===== config.mk =====
export PLATFORM = sky130hd
export DESIGN_NAME = pvpp_div
export DESIGN_NICKNAME = d
export VERILOG_FILES = /design/src/rtl/pvpp_pkg.sv /design/src/rtl/pvpp_div.sv
export SDC_FILE = /design/constraint.sdc
export NUM_CORES = 2
export LEC_CHECK = 0
export BUFFER_PORTS_ARGS = -buffer_cell sky130_fd_sc_hd__clkbuf_2
export CAP_MARGIN = 10
export CELL_PAD_IN_SITES_DETAIL_PLACEMENT = 2
export CELL_PAD_IN_SITES_GLOBAL_PLACEMENT = 2
export CORE_UTILIZATION = 42
export DETAILED_ROUTE_END_ITERATION = 8
export PLACE_DENSITY = 0.72
export RECOVER_POWER = 25
export SLEW_MARGIN = 20
export SYNTH_ARGS = -nofsm -noshare
export SYNTH_HDL_FRONTEND = slang
export SYNTH_SLANG_ARGS = --single-unit

===== constraint.sdc =====
create_clock -name clk_i -period 5.7 [get_ports clk_i]
set_input_delay 1.14 -clock clk_i [delete_from_list [all_inputs] [get_ports clk_i]]
set_output_delay 1.14 -clock clk_i [all_outputs]
set_load 0.03 [all_outputs]

===== src/rtl/pvpp_pkg.sv =====
// Shared types, constants and helpers of the phase vocoder bin phase propagator.
// No dependencies; imported by every module of the block.
package pvpp_pkg;

  // Field widths of the stream items
  localparam int BIN_W   = 10;
  localparam int PHASE_W = 16;
  localparam int TDATA_W = ((BIN_W + PHASE_W + 7) / 8) * 8;

  // Phase arithmetic: 2**PHASE_BITS units per turn, FFT length a power of two
  localparam int PHASE_BITS = 16;
  localparam int FFT_LEN    = 1024;
  localparam int FRAME_LOG2 = $clog2(FFT_LEN);
  localparam int ADV_SH     = PHASE_BITS - FRAME_LOG2;

  // Per-bin state stores
  localparam int BIN_DEPTH = 2 ** BIN_W;

  // Configuration registers
  localparam int AHOP_W     = 11;
  localparam int SHOP_W     = 13;
  localparam int CFG_IDX_W  = 2;
  localparam int CFG_DATA_W = 13;
  localparam logic [AHOP_W-1:0] AHOP_RST = AHOP_W'(256);
  localparam logic [SHOP_W-1:0] SHOP_RST = SHOP_W'(256);

  typedef enum logic [CFG_IDX_W-1:0] {
    CFG_ROBOT_MODE    = 2'd0,
    CFG_ANALYSIS_HOP  = 2'd1,
    CFG_SYNTHESIS_HOP = 2'd2
  } cfg_idx_e;

  // Scaled deviation: |deviation| * synthesis hop, divided by analysis hop
  localparam int PROD_W = PHASE_BITS + SHOP_W;
  localparam int ADV_PW = SHOP_W + BIN_W;

  // Item context that travels alongside the divider
  typedef struct packed {
    logic [BIN_W-1:0]      bin;
    logic                  neg;
    logic [PHASE_BITS-1:0] nom_s;
    logic                  robot;
  } pvpp_side_t;

  // Post-reset clearing sweep over both stores
  typedef struct packed {
    logic             busy;
    logic [BIN_W-1:0] addr;
  } pvpp_clr_t;

  // floor(hop * bin * turn / FFT_LEN) modulo one turn
  function automatic logic [PHASE_BITS-1:0] nom_adv(input logic [SHOP_W-1:0] hop,
                                                    input logic [BIN_W-1:0]  bin);
    logic [ADV_PW-1:0] prod;
    prod = ADV_PW'(hop) * ADV_PW'(bin);
    return {prod[FRAME_LOG2-1:0], {ADV_SH{1'b0}}};
  endfunction

endpackage


===== src/rtl/pvpp_div.sv =====
// Pipelined restoring divider, one quotient bit per stage, with item context.
// Depends on pvpp_pkg; sits between pvpp_front and pvpp_back.
module pvpp_div
  import pvpp_pkg::*;
(
  input  logic              clk_i,
  input  logic              rst_ni,
  input  logic              en_i,
  input  logic              v_i,
  input  logic [PROD_W-1:0] dividend_i,
  input  logic [AHOP_W-1:0] divisor_i,
  input  pvpp_side_t        side_i,
  output logic              v_o,
  output logic [PROD_W-1:0] quot_o,
  output pvpp_side_t        side_o
);

  localparam int N = PROD_W;

  logic [N-1:0]      v_q;
  logic [AHOP_W-1:0] rem_q  [N-1];
  logic [N-1:0]      dq_q   [N];
  pvpp_side_t        side_q [N];

  logic [AHOP_W-1:0] src_rem [N];
  logic [N-1:0]      src_dq  [N];
  logic [AHOP_W:0]   trial   [N];
  logic [N-1:0]      qbit;
  logic [AHOP_W-1:0] rem_d   [N];
  logic [N-1:0]      dq_d    [N];

  // One compare-subtract per stage; dividend shifts out as quotient bits shift in
  always_comb begin
    src_rem[0] = '0;
    src_dq[0]  = dividend_i;
    for (int i = 1; i < N; i++) begin
      src_rem[i] = rem_q[i-1];
      src_dq[i]  = dq_q[i-1];
    end
    for (int i = 0; i < N; i++) begin
      trial[i] = {src_rem[i], src_dq[i][N-1]};
      if (trial[i] >= {1'b0, divisor_i}) begin
        qbit[i]  = 1'b1;
        rem_d[i] = AHOP_W'(trial[i] - {1'b0, divisor_i});
      end else begin
        qbit[i]  = 1'b0;
        rem_d[i] = trial[i][AHOP_W-1:0];
      end
      dq_d[i] = {src_dq[i][N-2:0], qbit[i]};
    end
  end

  always_ff @(posedge clk_i or negedge rst_ni) begin
    if (!rst_ni) begin
      v_q <= '0;
    end else if (en_i) begin
      v_q <= {v_q[N-2:0], v_i};
    end
  end

  always_ff @(posedge clk_i) begin
    if (en_i) begin
      for (int i = 0; i < N - 1; i++) begin
        rem_q[i] <= rem_d[i];
      end
      for (int i = 0; i < N; i++) begin
        dq_q[i] <= dq_d[i];
      end
      side_q[0] <= side_i;
      for (int i = 1; i < N; i++) begin
        side_q[i] <= side_q[i-1];
      end
    end
  end

  assign v_o    = v_q[N-1];
  assign quot_o = dq_q[N-1];
  assign side_o = side_q[N-1];

endmodule


==> Word level (Yosys, flattened, before mapping) <==
Memory sizes are Yosys's and may differ from the RTL's.
Index checks and enable logic that the tools add are counted.
{ "word_totals": {"register_bits": 29, "ram_bits": 1961, "input_bits": 72, "output_inout_bits": 58, "word_cells": 120, "memories": 3} }
{ "memory_table": {"columns": ["name", "words", "word_bits", "rd", "rd_clocked_by_memory_dff", "wr", "line_no", "source"], "rows": [
  ["dq_q", 29, 29, 29, 0, 29, "pvpp_div.sv:22", "logic [N-1:0] dq_q [N];"],
  ["side_q", 29, 28, 29, 0, 29, "pvpp_div.sv:23", "pvpp_side_t side_q [N];"],
  ["rem_q", 28, 11, 28, 0, 28, "pvpp_div.sv:21", "logic [AHOP_W-1:0] rem_q [N-1];"]
]} }
{ "op_classes": {"add_sub_neg": 28, "order_cmp": 29, "n_mux": 59} }
{ "ops": {"columns": ["op", "n"], "rows": [
  ["$ge 12x11->1", 28],
  ["$mux 11", 28],
  ["$sub 11x11->11", 27],
  ["$mux 1", 31],
  ["$ge 1x11->1", 1],
  ["$sub 1x11->11", 1]
]} }

==> Longest topological paths before layout <==
An unclocked memory read counts as a cell.
{ "logic_depth": {"ltp_word": 3, "depth_mapped": 9, "ltp_nobuf": 8} }

==> Worst setup path before layout <==
Ideal clock, no wire load.
{ "synth_timing": {"path_type": "input to register", "start": "in divisor_i[1]", "end": "mem rem_q[2][5], in the netlist rem_q[0][27], data pin", "setup_ns": 0.256, "t_arrival_ns": 3.166, "t_required_ns": 5.444, "setup_slack_ns": 2.278, "path_stages": 7, "n_path_buf": 0, "cell_sequence": "inv_1 ha_1 nor2b_1 o31a_1 o21a_1 or3_1 a31o_2"} }
{ "synth_lines": {"columns": ["element", "line_no", "source"], "rows": [
  ["start, declared", "pvpp_div.sv:11", "input logic [AHOP_W-1:0] divisor_i,"],
  ["end, declared", "pvpp_div.sv:21", null]
]} }

==> out/metrics.csv <==
stage,metric,value,unit
setup_path,setup.worst_path.end_class,flop,
global_route,grt_max_degree,197,
cells_and_area,nFillCells,17269,
clock_tree,htreeDepth,4,
timing,setup_viol,0,
yosys,async_flop_share,1.46,%
clock_tree,cts_setup_buffers,0,
setup_path,path_depth,9,
detailed_routing,routed_wl,234000,µm
cells_and_area,mostFrequentLayoutCell,edfxtp_1,
floorplan,core_area,188000,µm²
clock_tree,clkLatencyLatePin,0.89,ns
setup_path,crit_family,buffers and inverters,
setup_path,crit_end,rem_q[0][95]$_DFFE_PP_,
detailed_routing,dr.pass1.iters,8,
setup_path,regToRegSetupSlack,2.23,ns
clock_tree,cts_tree,done,
yosys,seq_area_frac_synth,74.9,%
timing,clock_skew,0.0396,ns
detailed_routing,viasPerCell,5.79,
yosys,syn_nets,5046,
floorplan,ioPinCount,130,
clock_tree,clock_sinks,1990,
yosys,synth.area.top_cells,"edfxtp_1, ha_1, mux2_2, o21a_1, nor2_1",
power_and_ir_drop,p_total,48000,µW
cells_and_area,final_cell_mix,"edfxtp_1, ha_1, nor2_1",
clock_tree,clk_pin_slew,0.07,ns
detailed_routing,drt_iter0_markers,3668,
cells_and_area,finalInstanceArea,89900,µm²
global_route,grt_pass1_vias,48961,
status,violations,design-rule violations,
yosys,synth_edf_count,1961,
global_route,overflow,0,
floorplan,die_y,437,µm
clock_tree,hold_buffers,0,
yosys,synth_top_area_share,74.0,%
detailed_routing,route.detailed.drc,30,
setup_path,startpoint_type,input port,
timing,finalCritPeriodShare,73.6,%
worst_hold_path,min_path_type,input port to asynchronous set/reset pin,
floorplan,fp.dieW,437,µm
timing,slew_headroom,28.2,%
global_route,antenna_found_initial,5,
setup_path,crit_arrival,4.85,ns
power_and_ir_drop,ir_drop,0.000290,V
setup_path,rr_startpoint,dq_q[0][231]$_DFFE_PP_,
setup_path,cp.required,6.35,ns
yosys,yosysWarnings,0,
setup_path,worst-path-buf-inv,2,
floorplan,start_util,42.3,%
setup_path,cp_slowest_stage_delay,0.71,ns
yosys,synth_ff_type,edfxtp_1,
cells_and_area,nets,5330,
setup_path,cp-startpoint,divisor_i[0],
detailed_routing,vias,43920,
power_and_ir_drop,power.leakage,0.0318,µW
yosys,syn_inst,4637,
clock_tree,cts_root_buf,clkbuf_16,
timing,period_minus_slack,4.20,ns
setup_path,r2r-end,rem_q[0][95]$_DFFE_PP_,
placement,place_hpwl,144000,µm
floorplan,die-area,191000,µm²
timing,rsz0062_at_grt,false,
cells_and_area,drive_above_1_share,15.3,%
setup_path,crit_chain,clkbuf_2 > buf_4 > ha_1 > fa_1 > nand2b_1 > a21oi_1 > o21ai_0 > nand3_1 > mux2i_1,
cells_and_area,area_growth,13.0,%
power_and_ir_drop,powerDensity,534,nW/µm²
clock_tree,cts_buffers,210,
placement,gp_congestion,0.794,
global_route,grt_pass1_wl,343000,µm
setup_path,crit_fanout,15,
status,status,"finished, violations left",
timing,hold_violations,0,
timing,hold_ws,0.336,ns
placement,placed_area,83200,µm²
yosys,synth_area_leader_cell,edfxtp_1,
yosys,netlist-cell-type-count,64,
setup_path,cpMaxStageDelayCell,nand3_1,
placement,numPortBuffers,129,
floorplan,std_cell_rows,159,
timing,max_freq,0.238,GHz
setup_path,r2r_cells,8,
detailed_routing,antenna_left,0,
timing,drv_slew,0,
global_route,grt_use_total,24.5,%
yosys,ys_seq_elements,1990,
clock_tree,clk_path_buf_depth,3,
clock_tree,cts_resized,0,
yosys,syn_avg_cell_area,17.2,µm²
run,drv_cap,0,
yosys,syn_area,79600,µm²
detailed_routing,wl_per_cell,30.8,µm
timing,worstMarginPinSlew,1.08,ns
setup_path,worstSetupPathType,input port to flop,
timing,setup_tns,0,ns
## logic make-up after synthesis
family,Yosys count,share of synthesized area (%)
adder cells (fa/ha/maj),337,5.55
XOR/XNOR,134,1.47
multiplexers,344,4.75
AND/OR/NAND/NOR,823,5.28
flip-flops,1990,74.9
buffers and inverters,279,1.75
AO/OA/AOI/OAI,730,6.28
## power by group
part | total (µW) | leakage [µW] | switching, µW | internal (µW)
Clock | 13800 | 0.00326 | 6100 | 7730
Sequential | 20200 | 0.0195 | 1430 | 18800
Combinational | 14000 | 0.00903 | 8450 | 5510
Total | 48000 | 0.0318 | 16000 | 32000
## final cells by class
class / instances / area [µm²] / area share, %
timing repair buffer: 173 / 1190 / 1.33
tap: 2495 / 3120 / 3.47
clock buffer: 267 / 5520 / 6.14
clock inverter: 118 / 1230 / 1.36
multi-input combinational: 2368 / 18600 / 20.7
sequential: 1990 / 59600 / 66.3
inverter: 178 / 668 / 0.743
antenna: 2 / 5.00 / 0.00557
## Yosys cell counts (11+ instances only)
library cell and n:
o21ai_1 11, o311ai_0 14, fa_1 27, o21ai_0 124
nor4_1 15, o211ai_1 31, and4_1 40, a31oi_1 23
o22a_1 13, buf_4 81, o31ai_1 15, xnor2_1 121
a2111o_1 13, nand2_1 66, a31o_2 13, mux2i_1 81
a211oi_1 61, nand2b_1 66, o31a_1 26, clkbuf_2 12
or4_1 23, a21oi_2 13, a21oi_1 142, o21a_1 145
nor3_1 100, dfrtp_1 29, nor2_1 286, mux2_2 262
nand3_1 76, ha_1 310, xor2_1 13, or2_2 13
edfxtp_1 1961, nand4_1 37, inv_1 178, or3_1 26
nor2b_1 61, o2111ai_1 31, a22oi_1 26
## metrics by stage
step                      std cells  worst slack, ns  util (%)
final                          7591             1.50      47.8
after global routing           7590             1.56      47.8
after CTS                      7589             1.68      47.8
after detailed placement       7204            0.828      44.2
after global placement         7204             1.26      44.2
after floorplan                4637             2.28         -
## registers in the layout, indices dropped and copies added (netlist names)
register	flops
side_q	812
rem_q	308
v_q	29
dq_q	841
## worst min-delay path by stage
stage | to | slack, ns | depth (start not counted)
after global routing | v_q[18]$_DFFE_PN0P_ | 0.36 | 1
final | v_q[21]$_DFFE_PN0P_ | 0.34 | 1
after CTS | v_q[20]$_DFFE_PN0P_ | 0.30 | 1
after detailed placement | dq_q[0][208]$_DFFE_PP_ | 0.41 | 0
after floorplan | dq_q[0][100]$_DFFE_PP_ | 0.40 | 0
after global placement | side_q[1][56]$_DFFE_PP_ | 0.40 | 0
## metal layers
metal	wire, µm	part of all wire, %	track usage, %	vias up
li1	-	-	-	18736
met1	84400	36	26.6	22741
met2	123000	53	44.2	1674
met3	10800	4.6	4.16	763
met4	15700	6.7	14.9	6
met5	44	0.019	0	-
Power figures use the tool's default switching activity.
